--- config.mk ---
export PLATFORM = sky130hd
export DESIGN_NAME = sbus_frame_decoder
export DESIGN_NICKNAME = d
export VERILOG_FILES = /design/src/sbfd_pkg.sv /design/src/sbfd_decode.sv /design/src/sbus_frame_decoder.sv
export SDC_FILE = /design/constraint.sdc
export NUM_CORES = 1
export LEC_CHECK = 0
export BUFFER_PORTS_ARGS = -buffer_cell sky130_fd_sc_hd__buf_2
export CORE_ASPECT_RATIO = 1.5
export CORE_UTILIZATION = 55
export CTS_CLUSTER_DIAMETER = 40
export CTS_CLUSTER_SIZE = 24
export DETAILED_ROUTE_END_ITERATION = 6
export PLACE_DENSITY = 0.81
export SLEW_MARGIN = 30
export SYNTH_ARGS = -nofsm -noshare
export SYNTH_HDL_FRONTEND = slang
export SYNTH_SLANG_ARGS = --single-unit
--- constraint.sdc ---
create_clock -name aclk -period 5 [get_ports aclk]
set_input_delay 1 -clock aclk [delete_from_list [all_inputs] [get_ports aclk]]
set_output_delay 1 -clock aclk [all_outputs]
set_load 0.01 [all_outputs]
--- src/sbfd_pkg.sv ---
// ----------------------------------------------------------------------------
// sbfd_pkg
// Shared constants and types of the SBUS frame decoder: frame layout, start
// and end marks, register indexes, and the structs for buffer writes from
// the byte intake and for decoded channel results.
// ----------------------------------------------------------------------------
package sbfd_pkg;

    // Number of proportional channels carried by one frame.
    localparam int NUM_CHANNELS_DEF = 16;

    // Frame layout: 24 buffered bytes (start, 22 data, flags) plus end mark.
    localparam int BUF_DEPTH  = 24;
    localparam int BUF_ADDR_W = 5;
    localparam logic [BUF_ADDR_W-1:0] LAST_BUF_POS = 5'd23;
    localparam logic [BUF_ADDR_W-1:0] END_POS      = 5'd24;
    localparam logic [BUF_ADDR_W-1:0] FLAG_BYTE    = 5'd23;
    localparam logic [BUF_ADDR_W-1:0] FIRST_DATA   = 5'd1;

    // Frame marks.
    localparam logic [7:0] START_MAIN = 8'h0F;
    localparam logic [7:0] START_ALT  = 8'hF8;
    localparam logic [7:0] END_MARK   = 8'h00;

    // Channel unpacking: 11-bit values, bit accumulator wide enough for
    // ten leftover bits plus one fresh byte.
    localparam int CH_BITS = 11;
    localparam int ACC_W   = 18;
    localparam int CNT_W   = 5;

    // Field widths.
    localparam int GAP_W   = 16;
    localparam int CH_IDX_W = 4;

    // Configuration registers.
    localparam int CFG_INDEX_W = 2;
    localparam int CFG_DATA_W  = 16;
    localparam logic [CFG_INDEX_W-1:0] CFG_MIN_GAP = 2'd0;
    localparam logic [CFG_INDEX_W-1:0] CFG_ALT_START = 2'd1;
    localparam logic [GAP_W-1:0] MIN_GAP_RESET = 16'd3000;
    localparam logic ALT_START_RESET = 1'b1;

    // Write into the frame buffer.
    typedef struct packed {
        logic                  en;
        logic [BUF_ADDR_W-1:0] addr;
        logic [7:0]            data;
    } buf_wr_t;

    // One decoded channel result.
    typedef struct packed {
        logic                  last;
        logic                  failsafe_active;
        logic                  frame_lost;
        logic                  digital_two;
        logic                  digital_one;
        logic [CH_BITS-1:0]    channel_value;
        logic [CH_IDX_W-1:0]   channel_index;
    } chan_beat_t;

endpackage

--- src/sbfd_decode.sv ---
// ----------------------------------------------------------------------------
// sbfd_decode
// Frame buffer and channel decoder. Holds the buffered frame bytes in a
// synchronous memory; after a good frame it reads the flag byte, then walks
// the data bytes through a bit accumulator and emits one channel per beat.
// ----------------------------------------------------------------------------
module sbfd_decode #(
    parameter int NUM_CHANNELS = sbfd_pkg::NUM_CHANNELS_DEF
) (
    input  logic                aclk,
    input  logic                aresetn,
    input  sbfd_pkg::buf_wr_t   wr,
    input  logic                start,
    output logic                busy,
    output logic                out_valid,
    input  logic                out_ready,
    output sbfd_pkg::chan_beat_t out_beat
);

    localparam logic [2:0] S_IDLE  = 3'd0;
    localparam logic [2:0] S_FLAG  = 3'd1;
    localparam logic [2:0] S_FLAGD = 3'd2;
    localparam logic [2:0] S_FETCH = 3'd3;
    localparam logic [2:0] S_LOAD  = 3'd4;
    localparam logic [2:0] S_EMIT  = 3'd5;

    localparam logic [sbfd_pkg::CH_IDX_W-1:0] LAST_CH =
        sbfd_pkg::CH_IDX_W'(NUM_CHANNELS - 1);
    localparam logic [sbfd_pkg::CNT_W-1:0] CH_BITS_C =
        sbfd_pkg::CNT_W'(sbfd_pkg::CH_BITS);
    localparam logic [sbfd_pkg::CNT_W-1:0] BYTE_BITS = 5'd8;

    logic [7:0] mem [sbfd_pkg::BUF_DEPTH];
    logic [7:0] rd_data_reg;
    logic [sbfd_pkg::BUF_ADDR_W-1:0] rd_addr;

    logic [2:0] state_reg, state_next;
    logic [sbfd_pkg::ACC_W-1:0] acc_reg, acc_next;
    logic [sbfd_pkg::CNT_W-1:0] cnt_reg, cnt_next;
    logic [sbfd_pkg::CH_IDX_W-1:0] ch_reg, ch_next;
    logic [sbfd_pkg::BUF_ADDR_W-1:0] addr_reg, addr_next;
    logic [7:0] flags_reg, flags_next;
    logic out_valid_reg, out_valid_next;
    sbfd_pkg::chan_beat_t out_beat_reg, out_beat_next;
    logic emit_go;

    // Frame buffer: one write port from the intake, one registered read port.
    always_ff @(posedge aclk) begin
        if (wr.en) begin
            mem[wr.addr] <= wr.data;
        end
        rd_data_reg <= mem[rd_addr];
    end

    // Read address: the flag byte first, then data bytes in order.
    assign rd_addr = (state_reg == S_FLAG) ? sbfd_pkg::FLAG_BYTE : addr_reg;

    // An emit proceeds once the output register is free or being drained.
    assign emit_go = (state_reg == S_EMIT) && (!out_valid_reg || out_ready);

    // Sequencer and bit accumulator.
    always_comb begin
        state_next     = state_reg;
        acc_next       = acc_reg;
        cnt_next       = cnt_reg;
        ch_next        = ch_reg;
        addr_next      = addr_reg;
        flags_next     = flags_reg;
        out_valid_next = out_valid_reg && !out_ready;
        out_beat_next  = out_beat_reg;
        case (state_reg)
            S_IDLE: begin
                if (start) begin
                    state_next = S_FLAG;
                    acc_next   = '0;
                    cnt_next   = '0;
                    ch_next    = '0;
                    addr_next  = sbfd_pkg::FIRST_DATA;
                end
            end
            S_FLAG: begin
                state_next = S_FLAGD;
            end
            S_FLAGD: begin
                flags_next = rd_data_reg;
                state_next = S_FETCH;
            end
            S_FETCH: begin
                if (cnt_reg >= CH_BITS_C) begin
                    state_next = S_EMIT;
                end else begin
                    addr_next  = addr_reg + 1'b1;
                    state_next = S_LOAD;
                end
            end
            S_LOAD: begin
                acc_next   = acc_reg | (sbfd_pkg::ACC_W'(rd_data_reg) << cnt_reg);
                cnt_next   = cnt_reg + BYTE_BITS;
                state_next = S_FETCH;
            end
            S_EMIT: begin
                if (emit_go) begin
                    out_valid_next                = 1'b1;
                    out_beat_next.channel_index   = ch_reg;
                    out_beat_next.channel_value   = acc_reg[sbfd_pkg::CH_BITS-1:0];
                    out_beat_next.digital_one     = flags_reg[7];
                    out_beat_next.digital_two     = flags_reg[6];
                    out_beat_next.frame_lost      = flags_reg[5];
                    out_beat_next.failsafe_active = flags_reg[4];
                    out_beat_next.last            = (ch_reg == LAST_CH);
                    acc_next = acc_reg >> sbfd_pkg::CH_BITS;
                    cnt_next = cnt_reg - CH_BITS_C;
                    ch_next  = ch_reg + 1'b1;
                    state_next = (ch_reg == LAST_CH) ? S_IDLE : S_FETCH;
                end
            end
            default: begin
                state_next = S_IDLE;
            end
        endcase
    end

    // Control state is reset; payload registers are not.
    always_ff @(posedge aclk) begin
        if (!aresetn) begin
            state_reg     <= S_IDLE;
            out_valid_reg <= 1'b0;
        end else begin
            state_reg     <= state_next;
            out_valid_reg <= out_valid_next;
        end
        acc_reg      <= acc_next;
        cnt_reg      <= cnt_next;
        ch_reg       <= ch_next;
        addr_reg     <= addr_next;
        flags_reg    <= flags_next;
        out_beat_reg <= out_beat_next;
    end

    assign busy      = (state_reg != S_IDLE);
    assign out_valid = out_valid_reg;
    assign out_beat  = out_beat_reg;

    // The intake never writes the buffer while a frame is being decoded.
    a_no_write_while_busy: assert property (@(posedge aclk) disable iff (!aresetn)
        (wr.en || start) |-> !busy)
        else $error("frame buffer written during decode");

    // The accumulator never holds more bits than it is wide.
    a_acc_bound: assert property (@(posedge aclk) disable iff (!aresetn)
        (state_reg == S_FETCH || state_reg == S_EMIT) |->
        (cnt_reg <= sbfd_pkg::CNT_W'(sbfd_pkg::ACC_W)))
        else $error("bit accumulator overflow");

    // Data reads stay within the buffered data bytes.
    a_addr_bound: assert property (@(posedge aclk) disable iff (!aresetn)
        (state_reg == S_LOAD) |-> (addr_reg <= sbfd_pkg::FLAG_BYTE))
        else $error("data read past the flag byte");

    // The last channel returns the sequencer to idle with a marked beat.
    a_last_to_idle: assert property (@(posedge aclk) disable iff (!aresetn)
        (emit_go && ch_reg == LAST_CH) |=>
        (state_reg == S_IDLE && out_valid_reg && out_beat_reg.last))
        else $error("last channel did not close the frame");

endmodule

--- src/sbus_frame_decoder.sv ---
// ----------------------------------------------------------------------------
// sbus_frame_decoder
// SBUS receiver frame decoder: assembles 25-byte frames from received bytes
// and emits one beat per proportional channel on a good frame.
// ----------------------------------------------------------------------------
// A byte is taken whenever no frame is being decoded. Bytes 0 to 23
// go into a 24-entry frame buffer memory; byte 24 closes the frame. If it is
// 0x00, the decoder reads the flag byte and then the data bytes one per
// memory read, and emits the channels in order, channel 0 first, with tlast
// on the final one. A good frame keeps the input stalled until the decoder
// has emitted its last channel into the output register, which output
// back-pressure can delay; the data bytes are read one at a time through
// the single read port of the frame buffer, one channel per check. A
// byte at frame position 0 is dropped unless the gap before it is at least
// min_gap_us and it is a start byte (0x0F, or 0xF8 when accept_alt_start is
// set). The configuration channel is always ready; index 0 is min_gap_us,
// index 1 is accept_alt_start, other indexes are ignored.
// ----------------------------------------------------------------------------
module sbus_frame_decoder #(
    parameter int NUM_CHANNELS = sbfd_pkg::NUM_CHANNELS_DEF
) (
    input  logic                                aclk,
    input  logic                                aresetn,
    // Configuration write channel.
    input  logic                                cfg_valid,
    output logic                                cfg_ready,
    input  logic [sbfd_pkg::CFG_INDEX_W-1:0]    cfg_index,
    input  logic [sbfd_pkg::CFG_DATA_W-1:0]     cfg_data,
    // Received byte stream.
    input  logic                                s_tvalid,
    output logic                                s_tready,
    // s_tdata: [7:0] rx_byte, [23:8] gap_us
    input  logic [23:0]                         s_tdata,
    // Channel result stream.
    output logic                                m_tvalid,
    input  logic                                m_tready,
    // m_tdata: [3:0] channel_index, [14:4] channel_value, [15] digital_one,
    // [16] digital_two, [17] frame_lost, [18] failsafe_active, [23:19] zero
    output logic [23:0]                         m_tdata,
    output logic                                m_tlast
);

    logic [sbfd_pkg::GAP_W-1:0] min_gap_reg;
    logic alt_start_reg;
    logic [sbfd_pkg::BUF_ADDR_W-1:0] pos_reg, pos_next;

    logic [7:0] rx_byte;
    logic [sbfd_pkg::GAP_W-1:0] gap_us;
    logic in_beat;
    logic start_ok;
    logic dec_busy;
    logic dec_start;
    sbfd_pkg::buf_wr_t buf_wr;
    sbfd_pkg::chan_beat_t out_beat;

    assign rx_byte = s_tdata[7:0];
    assign gap_us  = s_tdata[23:8];

    // Configuration registers.
    assign cfg_ready = 1'b1;
    always_ff @(posedge aclk) begin
        if (!aresetn) begin
            min_gap_reg   <= sbfd_pkg::MIN_GAP_RESET;
            alt_start_reg <= sbfd_pkg::ALT_START_RESET;
        end else if (cfg_valid) begin
            case (cfg_index)
                sbfd_pkg::CFG_MIN_GAP:   min_gap_reg   <= cfg_data;
                sbfd_pkg::CFG_ALT_START: alt_start_reg <= cfg_data[0];
                default: ;
            endcase
        end
    end

    // Input beats are taken whenever the decoder is idle.
    assign s_tready = !dec_busy;
    assign in_beat  = s_tvalid && s_tready;

    // Frame start check: long enough gap and a valid start byte.
    assign start_ok = (gap_us >= min_gap_reg) &&
                      ((rx_byte == sbfd_pkg::START_MAIN) ||
                       (alt_start_reg && rx_byte == sbfd_pkg::START_ALT));

    // Byte position tracking, buffer writes and frame close.
    always_comb begin
        pos_next    = pos_reg;
        buf_wr.en   = 1'b0;
        buf_wr.addr = pos_reg;
        buf_wr.data = rx_byte;
        dec_start   = 1'b0;
        if (in_beat) begin
            if (pos_reg == sbfd_pkg::END_POS) begin
                pos_next  = '0;
                dec_start = (rx_byte == sbfd_pkg::END_MARK);
            end else if (pos_reg != '0 || start_ok) begin
                buf_wr.en = 1'b1;
                pos_next  = pos_reg + 1'b1;
            end
        end
    end

    always_ff @(posedge aclk) begin
        if (!aresetn) begin
            pos_reg <= '0;
        end else begin
            pos_reg <= pos_next;
        end
    end

    sbfd_decode #(
        .NUM_CHANNELS(NUM_CHANNELS)
    ) u_decode (
        .aclk      (aclk),
        .aresetn   (aresetn),
        .wr        (buf_wr),
        .start     (dec_start),
        .busy      (dec_busy),
        .out_valid (m_tvalid),
        .out_ready (m_tready),
        .out_beat  (out_beat)
    );

    // Result beat packing.
    assign m_tdata = {5'd0,
                      out_beat.failsafe_active,
                      out_beat.frame_lost,
                      out_beat.digital_two,
                      out_beat.digital_one,
                      out_beat.channel_value,
                      out_beat.channel_index};
    assign m_tlast = out_beat.last;

    // The position counter never runs past the end mark.
    a_pos_bound: assert property (@(posedge aclk) disable iff (!aresetn)
        pos_reg <= sbfd_pkg::END_POS)
        else $error("byte position out of range");

    // Closing a frame always returns the position to zero.
    a_close_resets_pos: assert property (@(posedge aclk) disable iff (!aresetn)
        (in_beat && pos_reg == sbfd_pkg::END_POS) |=> (pos_reg == '0))
        else $error("frame close did not reset position");

    // A good end mark starts the decoder on the next cycle.
    a_good_frame_starts: assert property (@(posedge aclk) disable iff (!aresetn)
        dec_start |=> dec_busy)
        else $error("decoder did not start on a good frame");

endmodule
Word level (Yosys, flattened, before mapping). Memories as Yosys holds them, arrays and structs flattened. A register that Yosys moved wholly into a read port is not among the register bits. Cells that the tools add are included. W data, S select, Z words.

Register bits: 86. Bits in writable memories: 192. Bits of input ports: 47. Logic and storage cells: 98. Memories kept: 1.

Memory list: u_decode.mem (words 24, bits a word 8, rd ports 1, clocked after Yosys merged registers in 1, write ports 1, RTL line sbfd_decode.sv:33) `logic [7:0] mem [sbfd_pkg::BUF_DEPTH];`.

Add/sub/neg operators: 5. Order comparisons: 2. Equal/unequal tests: 13. Shifts and indexed selects: 1. Mux-type cells: 29. Bitwise gates (word level): 1. Reduce and logical (&&, ||, !) cells: 29.

Operator list (count): $pmux W18 S3 (1); $mux W18 (2); $mux W5 (7); $or A18 B18 Y18 (1); $shl A8 B5 Y18 (1); $ge A16 B16 Y1 (1); $pmux W3 S5 (1); $pmux W5 S3 (1); $add A5 B1 Y5 const B (2); $mux W1 (10); $pmux W5 S2 (1); $reduce_and A2 Y1 (5); $reduce_and A3 Y1 (3); $eq A8 B4 Y1 const B (1); $eq A8 B8 Y1 const B (1); $logic_not A8 Y1 (1); $mux W4 (2); $pmux W4 S2 (1); $eq A3 B2 Y1 const B (2); $eq A3 B3 Y1 const B (2); $mux W3 (2); $reduce_bool A2 Y1 (3); $reduce_bool A3 Y1 (2); $add A5 B4 Y5 const B (1); other kinds (17) (26).

Depth between registers and ports, before layout. Gate-level depths: netlist of run 1.

Depth after elaboration: 10. Depth in mapped cells: 8.

Hierarchy. Synthesis of run 1 repeated with hierarchy kept, for this count alone.

Cell total of the unflattened synthesis: 926. Area, all modules: 12281.8 um^2.

Modules (own cells, without submodules): sbfd_decode (times used 1, cells an instance 752, area an instance 10867.9 um^2); sbus_frame_decoder (times used 1, cells an instance 174, area an instance 1413.9 um^2).

Worst setup path before layout of run 1. OpenSTA, ideal clock, no wires.

Path kind: input port to flip-flop. Start point: in s_tdata[5]. End point: reg u_decode.ch_reg[0] (netlist bit) (enable). Data arrival time: 3761 ps. Setup slack: 930 ps. Cell stages on the path: 5. Path buffers: 0. Cell sequence: or4_4 -> nor2_1 -> a21oi_1 -> a211oi_1 -> o21a_1.

Longest elaborated chain between the ends: 5.

RTL lines: from (decl) (RTL line sbus_frame_decoder.sv:33) `input logic [23:0] s_tdata,`; $logic_not A8 Y1 (RTL line sbus_frame_decoder.sv:93) `dec_start = (rx_byte == sbfd_pkg::END_MARK);`; $mux W1 (RTL line sbus_frame_decoder.sv:91) `if (pos_reg == sbfd_pkg::END_POS) begin`; $mux W1 (RTL line sbus_frame_decoder.sv:90) `if (in_beat) begin`; $ne A2 B2 Y1 (no source line); $reduce_and A3 Y1 (no source line); to (signal assigned) (RTL line sbfd_decode.sv:134) `ch_reg <= ch_next;`; to (decl) (RTL line sbfd_decode.sv:40) `logic [sbfd_pkg::CH_IDX_W-1:0] ch_reg, ch_next;`.

Every way passes these cells. A chain may end at the register's enable or synchronous reset.

Worst setup path in the final report of run 1.
Start point: in s_tdata[4]. End point: mem u_decode.mem[18][1] (enable).

Longest elaborated chain between the ends: 10. Elaborated cells on any way between the ends: 11.

RTL lines: $eq A8 B8 Y1 (RTL line sbus_frame_decoder.sv:81) `(alt_start_reg && rx_byte == sbfd_pkg::START_ALT));`; $logic_and A1 B1 Y1 (RTL line sbus_frame_decoder.sv:81); $logic_or A1 B1 Y1 * (RTL line sbus_frame_decoder.sv:80) `((rx_byte == sbfd_pkg::START_MAIN) ||`; $logic_and A1 B1 Y1 * (RTL line sbus_frame_decoder.sv:79) `assign start_ok = (gap_us >= min_gap_reg) &&`; $logic_or A1 B1 Y1 * (RTL line sbus_frame_decoder.sv:94) `end else if (pos_reg != '0 || start_ok) begin`; $mux W1 * (RTL line sbus_frame_decoder.sv:94); $mux W1 * (RTL line sbus_frame_decoder.sv:91); $mux W1 * (RTL line sbus_frame_decoder.sv:90); $mux W1 * (RTL line sbfd_decode.sv:49) `if (wr.en) begin`; $mux W1 (not written as such) * (RTL line sbfd_decode.sv:50) `mem[wr.addr] <= wr.data;`; to (decl) (RTL line sbfd_decode.sv:33).

Mark *: on every way between the ends. The rest lies on a longest branch, timed or not.

==> flow_summary_export.csv, run 1 <==
group,metric,value,unit
critical_path,critical_path_required,5180,ps
place,gp_congestion,0.929,
worst_hold_path,min_path_cells,0,
layout,syn2layout_area_growth,10.8,%
timing,max_freq,303,MHz
critical_path,path_delay_family,"simple AND/OR/NAND/NOR gates",
layout,diodes,0,
grt,grt_max_degree,54,
timing,drv_slew,0,
drt,dr.pass1.iters,5,
critical_path,critical_path_buf_inv_count,1,
worst_hold_path,min_to,"u_decode.out_beat[18]",
grt,grt_pass1_vias,7640,
worst_hold_path,min_from,"u_decode.flags_reg[4]",
layout,nNetsFinal,1018,
yosys,syn_avg_cell_area,13.7,um^2
drt,avgRoutedWirePerCell,22.0,um
clock_network,clock_path_buffers,3,
layout,layout_common_cells,"edfxtp_1, buf_2, a21oi_1",
layout,largest_reg_flops,192,
clock_network,cts_sinks,282,
critical_path,max_stage_delay,620,ps
clock_network,h-tree-depth,1,
critical_path,path_cells,"buf_2, or4_4, o211ai_2, o211ai_2, a21oi_4, and4_1",
floorplanning,dieArea,23100,um^2
critical_path,critPathMaxFanout,27,
critical_path,slowest_stage,"a21oi_4",
power,pwr_density_cell,399,nW/um^2
grt,grt_remaining_overflow,0,
yosys,synth_cells,904,
critical_path,crit_path_end_kind,"flip-flop",
critical_path,crit_path_start_kind,"primary input",
clock_network,numCtsBuffers,23,
yosys,ys_warn_count,0,
yosys,synth_edf_count,248,
place,hpwl,18400,um
yosys,ys_types,70,
timing,fin_skew,21.1,ps
layout,finalNonFillerCells,1235,
clock_network,cts_setup_buffers,0,
yosys,ys_seq_area_share,65.8,%
critical_path,rrSetupSlack,1850,ps
critical_path,r2r_start,"u_decode.state_reg[0]",
floorplanning,fp.dieW,124,um
timing,relSlewSlack,30.4,%
place,dp_cells,1194,
layout,final_util,62.6,%
critical_path,cp-startpoint,"s_tdata[4]",
drt,ant_nets,0,
grt,grt_pass1_wl,41900,um
clock_network,cts_tree,"yes",
yosys,yosys_most_used_dff,"edfxtp_1",
job,maxCapViolCount,0,
critical_path,worstRegToRegCells,5,
drt,avgViaCountPerCell,6.35,
power,leakagePower,4.75,nW
critical_path,arrival,3480,ps
yosys,synth_seq_cells,282,
timing,finalSetupTns,0,ps
grt,grt_usage,23.6,%
critical_path,crit_top_cell,"o211ai_2",
layout,layout-drive-gt1-share,17.9,%
timing,timing.hold.ws,426,ps
worst_hold_path,hp-class,"reg2reg",
outcome,status,"finished, final reports clean",
drt,drc,0,
critical_path,crit_type,"in2reg",
floorplanning,num_io_pins,75,
power,ir_drop,285,uV
drt,drt-total-wl,27200,um
drt,via_count,7848,
layout,layout_commonest_cell,"edfxtp_1",
clock_network,cts_hold_buf,0,
floorplanning,die_h,186,um
timing,setup_viol,0,
timing,rsz0062_at_grt,"no",
timing,hold_viol_final,0,
clock_network,root_buffer,"clkbuf_16",
clock_network,cts-resized-gates,0,
critical_path,regToRegEndpoint,"u_decode.rd_data_reg[0]",
timing,period_share,66.1,%
drt,drt_iter0_drc,826,
clock_network,clk_latency,520,ps
floorplanning,rows,66,
yosys,syn_area,12400,um^2
yosys,async_flop_share,0,%
place,port_buffers,68,
floorplanning,start_util,56.5,%
grt,antenna_found_initial,0,
timing,post-route-min-period,3300,ps
timing,tightest_slew,1040,ps
floorplanning,core,21900,um^2
clock_network,path_clk_slew,90,ps
-- stage by stage --
step                      power, mW  setup WS [ps]  cell area (um^2)
after global routing           5.66           1590             13700
after CTS                      5.48           1740             13700
after global placement         3.54           1250             12800
after floorplan                3.32            930             12400
after detailed placement       3.56           1200             12800
final                          5.47           1700             13700
-- where the power goes --
part	internal (mW)	switching, mW	total, mW
Sequential	2.66	0.0986	2.76
Combinational	0.296	0.467	0.763
Clock	1.01	0.939	1.95
-- kinds of logic (layout without fill, tap and decap cells) --
| group | count (synthesis) | in the layout | synth area share (%) |
|---|---|---|---|
| other | 2 | 6 | 0.0608 |
| DFF | 282 | 282 | 65.8 |
| AOI/OAI and AO/OA | 227 | 227 | 12.3 |
| and+or+nand+nor | 217 | 217 | 9.57 |
| buffers and inverters | 98 | 153 | 3.49 |
| adders and majority gates | 24 | 24 | 2.43 |
| xor gates and xnor gates | 8 | 8 | 0.567 |
| muxes | 46 | 46 | 5.80 |
-- worst max path at each step --
stage / endpoint / cells past startpoint
3_5_place_dp: u_decode.mem[18][2] / 6
2_1_floorplan: u_decode.ch_reg[0] / 5
4_1_cts: u_decode.mem[18][4] / 6
3_3_place_gp: u_decode.mem[23][3] / 6
6_report: u_decode.mem[18][1] / 6
5_1_grt: u_decode.mem[18][4] / 6
-- area by class of cell --
| class | instances | area [um^2] |
|---|---|---|
| clock buffer | 24 | 601 |
| inverter | 33 | 124 |
| timing repair buffer | 79 | 423 |
| sequential | 282 | 8130 |
| multi-input combinational | 528 | 3820 |
| tap | 272 | 340 |
| clock inverter | 17 | 256 |
| fill | 1556 | 8190 |
-- Yosys cell counts (all sizes together) (3+ instances only) --
master	count	share of area, %
nand3	40	1.6
o211ai	19	1.2
nand3b	4	0.24
or3	4	0.20
and3	9	0.46
a22oi	7	0.43
o2111ai	7	0.50
a2bb2oi	7	0.50
nor2	32	0.97
mux4	20	3.6
dfxtp	34	5.5
nand2	54	1.7
nand2b	7	0.35
o21ai	42	1.7
a31oi	16	0.81
o221ai	7	0.50
and4	21	1.5
a211oi	13	0.79
o22ai	10	0.56
clkinv	3	0.091
xor2	4	0.28
mux2	5	0.46
nor3b	7	0.47
a21o	8	0.49
ha	24	2.4
a21oi	60	2.5
and2	3	0.17
or2	7	0.35
o221a	7	0.64
mux2i	21	1.7
inv	30	0.91
clkbuf	43	1.3
xnor2	4	0.28
nor2b	8	0.40
a21boi	7	0.43
edfxtp	248	60
nand4	5	0.25
o21a	4	0.24
nor3	8	0.36
buf	22	1.2
-- metal layers --
layer | vias up | share of wire, % | global-route usage (%)
met1 | 3783 | 37 | 27.6
li1 | 3601 | - | -
met2 | 383 | 52 | 42.7
met4 | 0 | 4.4 | 11.5
met5 | - | 0 | 0
met3 | 81 | 6.5 | 3.31
(Power assumes the default switching activity.)
==> run 2, diff against run 1 <==
ABC_AREA = 1   (was unset)
clock period = 3.3 ns   (was 5 ns; I/O delays follow)
==> run 2 against run 1 <==
Against the previous run:
- register-to-register slack lost 970 ps
- final cell count grew 19%
- worst hold slack lost 78 ps
- sequential power grew 40%
- via count grew 11%
- power grew 34%
- utilization grew 1.2 points
- flip-flop and latch count is the same
- non-clock buffer count grew 31
- worst setup slack lost 810 ps
- combinational power shrank 78%
- global-route usage grew 1.9 points
- largest cell class unchanged
- highest routed layer unchanged
==> flow_summary_export.csv, run 2 <==
group,metric,value,unit
drt,drt-total-wl,28400,um
timing,post-route-min-period,2420,ps
yosys,syn_area,12200,um^2
critical_path,regToRegEndpoint,"u_decode.mem[21][1]",
layout,seq_area,8130,um^2
grt,grt_max_degree,75,
critical_path,crit_path_end_kind,"flip-flop",
timing,drv_slew,0,
clock_network,root_buffer,"clkbuf_16",
job,maxCapViolCount,0,
clock_network,clock_path_buffers,3,
grt,antenna_found_initial,0,
critical_path,path_delay_family,"simple AND/OR/NAND/NOR gates",
timing,fin_skew,10.4,ps
power,combPwrFrac,2.3,%
power,switching_power,1.46,mW
power,switching_share,19.9,%
place,gp_congestion,0.949,
yosys,yosysMostFrequentCell,"edfxtp_1",
floorplanning,die_h,185,um
clock_network,cts_hold_buf,0,
clock_network,clk_latency,530,ps
timing,setup_viol,0,
timing,finalSetupTns,0,ps
yosys,yosys.area.top_type,"edfxtp_1",
yosys,synth_top_area_share,60.9,%
layout,finalNonFillerCells,1471,
critical_path,arrival,2650,ps
yosys,synth_seq_cells,282,
floorplanning,fp.dieW,124,um
timing,rsz0062_at_grt,"no",
place,port_buffers,68,
timing,setup_slack,883,ps
yosys,ys_seq_area_share,66.5,%
timing,period_share,73.2,%
layout,layout_commonest_cell,"edfxtp_1",
layout,layout-drive-gt1-share,14.4,%
timing,relSlewSlack,47.0,%
floorplanning,num_io_pins,75,
clock_network,cts_tree,"yes",
critical_path,crit_type,"reg2reg",
layout,final_util,63.8,%
clock_network,h-tree-depth,1,
power,internal_power,5.88,mW
grt,grt_remaining_overflow,0,
yosys,async_flop_share,0,%
drt,via_count,8745,
yosys,yosys_most_used_dff,"edfxtp_1",
worst_hold_path,hp-class,"in2reg",
yosys,synth_cells,1100,
drt,drt_iter0_drc,887,
clock_network,numCtsBuffers,25,
worst_hold_path,min_from,"cfg_data[11]",
place,post-place-ws,509,ps
critical_path,slowest_stage,"nor3_1",
floorplanning,start_util,56.3,%
critical_path,critical_path_required,3540,ps
clock_network,path_clk_slew,70,ps
critical_path,crit_path_start_kind,"flip-flop",
drt,drc,0,
critical_path,critPathMaxFanout,10,
worst_hold_path,min_path_cells,3,
power,pwr_density_cell,530,nW/um^2
floorplanning,dieArea,22800,um^2
layout,largest_reg_flops,192,
power,p_total,7.34,mW
drt,avgRoutedWirePerCell,19.3,um
critical_path,rrSetupSlack,880,ps
critical_path,critical_path_buf_inv_count,3,
yosys,ys_types,37,
power,ir_drop,436,uV
place,dp_cells,1427,
critical_path,r2r_start,"min_gap_reg[15]",
grt,grt_usage,25.5,%
worst_hold_path,min_to,"min_gap_reg[11]",
drt,avgViaCountPerCell,5.94,
layout,multi_input_area,3410,um^2
timing,max_freq,414,MHz
clock_network,cts-resized-gates,0,
critical_path,path_cells,"inv_1, ha_1, nand2_1, nor3_1, nand2_1, nand2_1, nand2_1, nand2_1, buf_4, nand3_1, nor2_1, buf_4",
yosys,synth_common_cells,"edfxtp_1, nand2_1, inv_1",
layout,layout_common_cells,"edfxtp_1, nand2_1, inv_1",
layout,diodes,0,
floorplanning,rows,66,
timing,hold_viol_final,0,
yosys,synth_top_cells_by_area,"edfxtp_1, nand2_1, dfxtp_1",
grt,grt_pass1_vias,8487,
drt,ant_nets,0,
floorplanning,core,21700,um^2
grt,grt_pass1_wl,44000,um
power,seqPwrFrac,52.8,%
critical_path,max_stage_delay,320,ps
layout,nNetsFinal,1253,
power,leakagePower,5.22,nW
place,hpwl,18700,um
power,clockPowerShare,45.0,%
yosys,syn_avg_cell_area,11.1,um^2
critical_path,crit_top_cell,"nand2_1",
drt,dr.pass1.iters,6,
clock_network,cts_setup_buffers,0,
clock_network,cts_sinks,282,
timing,tightest_slew,796,ps
critical_path,worstRegToRegCells,12,
layout,syn2layout_area_growth,13.4,%
outcome,status,"finished, final reports clean",
yosys,ys_warn_count,0,
layout,nFillCells,1626,
yosys,synth_edf_count,248,
-- run 2: cell count changes after synthesis, sizes merged, moves of 21 or more --
cell,change
nand2,+150
inv,+70
and4,-21
clkbuf,-24
nand3,+29
nor2,+58
o21ai,+49
-- run 2: worst max path at each step --
stage,startpoint,to,depth (start not counted)
floorplan,s_tdata[15],u_decode.mem[6][0],13
global placement,s_tdata[23],u_decode.mem[1][4],12
detailed placement,s_tdata[23],u_decode.mem[21][1],12
CTS,pos_reg[0],u_decode.mem[6][3],7
global route,pos_reg[0],u_decode.mem[6][3],7
finish,min_gap_reg[15],u_decode.mem[21][1],12
-- run 2: routing by layer --
layer / vias up / wire, um / GRT usage, %
met5: - / 0 / 0
met3: 90 / 1790 / 3.06
li1: 4049 / - / -
met2: 443 / 15200 / 46.4
met4: 0 / 1540 / 14.1
met1: 4163 / 9870 / 28.4
-- run 2: stage by stage --
step	cell area, um^2	hold slack, ps
floorplan	12200	400
global placement	12900	406
CTS	13900	333
detailed placement	12900	409
global route	13900	354
finish	13900	348
-- run 2: logic make-up after synthesis --
family,synth area share [%]
AND/OR/NAND/NOR,13.4
flip-flops,66.5
AO/OA/AOI/OAI,11.3
buffers and inverters,5.83
adder cells (fa/ha/maj),2.46
XOR/XNOR,0.358
other,0.0614
multiplexers,0.0819
-- run 2: worst reg2reg max path: stages (launching register included) --
cell     delay (ps)
dfxtp_1         310
inv_1            50
ha_1            290
nand2_1         100
nor3_1          320
nand2_1          90
nand2_1          60
nand2_1          70
nand2_1          80
buf_4           160
nand3_1         210
nor2_1          170
buf_4           200
-- run 2: layout make-up --
cell class | count | area share [%]
timing repair buffer | 110 | 4.91
clock inverter | 18 | 2.12
inverter | 101 | 2.74
multi-input combinational | 662 | 24.6
sequential | 282 | 58.6
clock buffer | 26 | 4.54
tap | 272 | 2.46
-- run 2: power by group through the flow --
stage | sequential (mW) | clock (mW) | combinational, mW
3_3_place_gp | 3.95 | 0 | 0.158
4_1_cts | 3.87 | 3.32 | 0.168
5_1_grt | 3.87 | 3.45 | 0.187
2_1_floorplan | 3.95 | 0 | 0.0732
3_5_place_dp | 3.95 | 0 | 0.166
6_report | 3.87 | 3.30 | 0.167
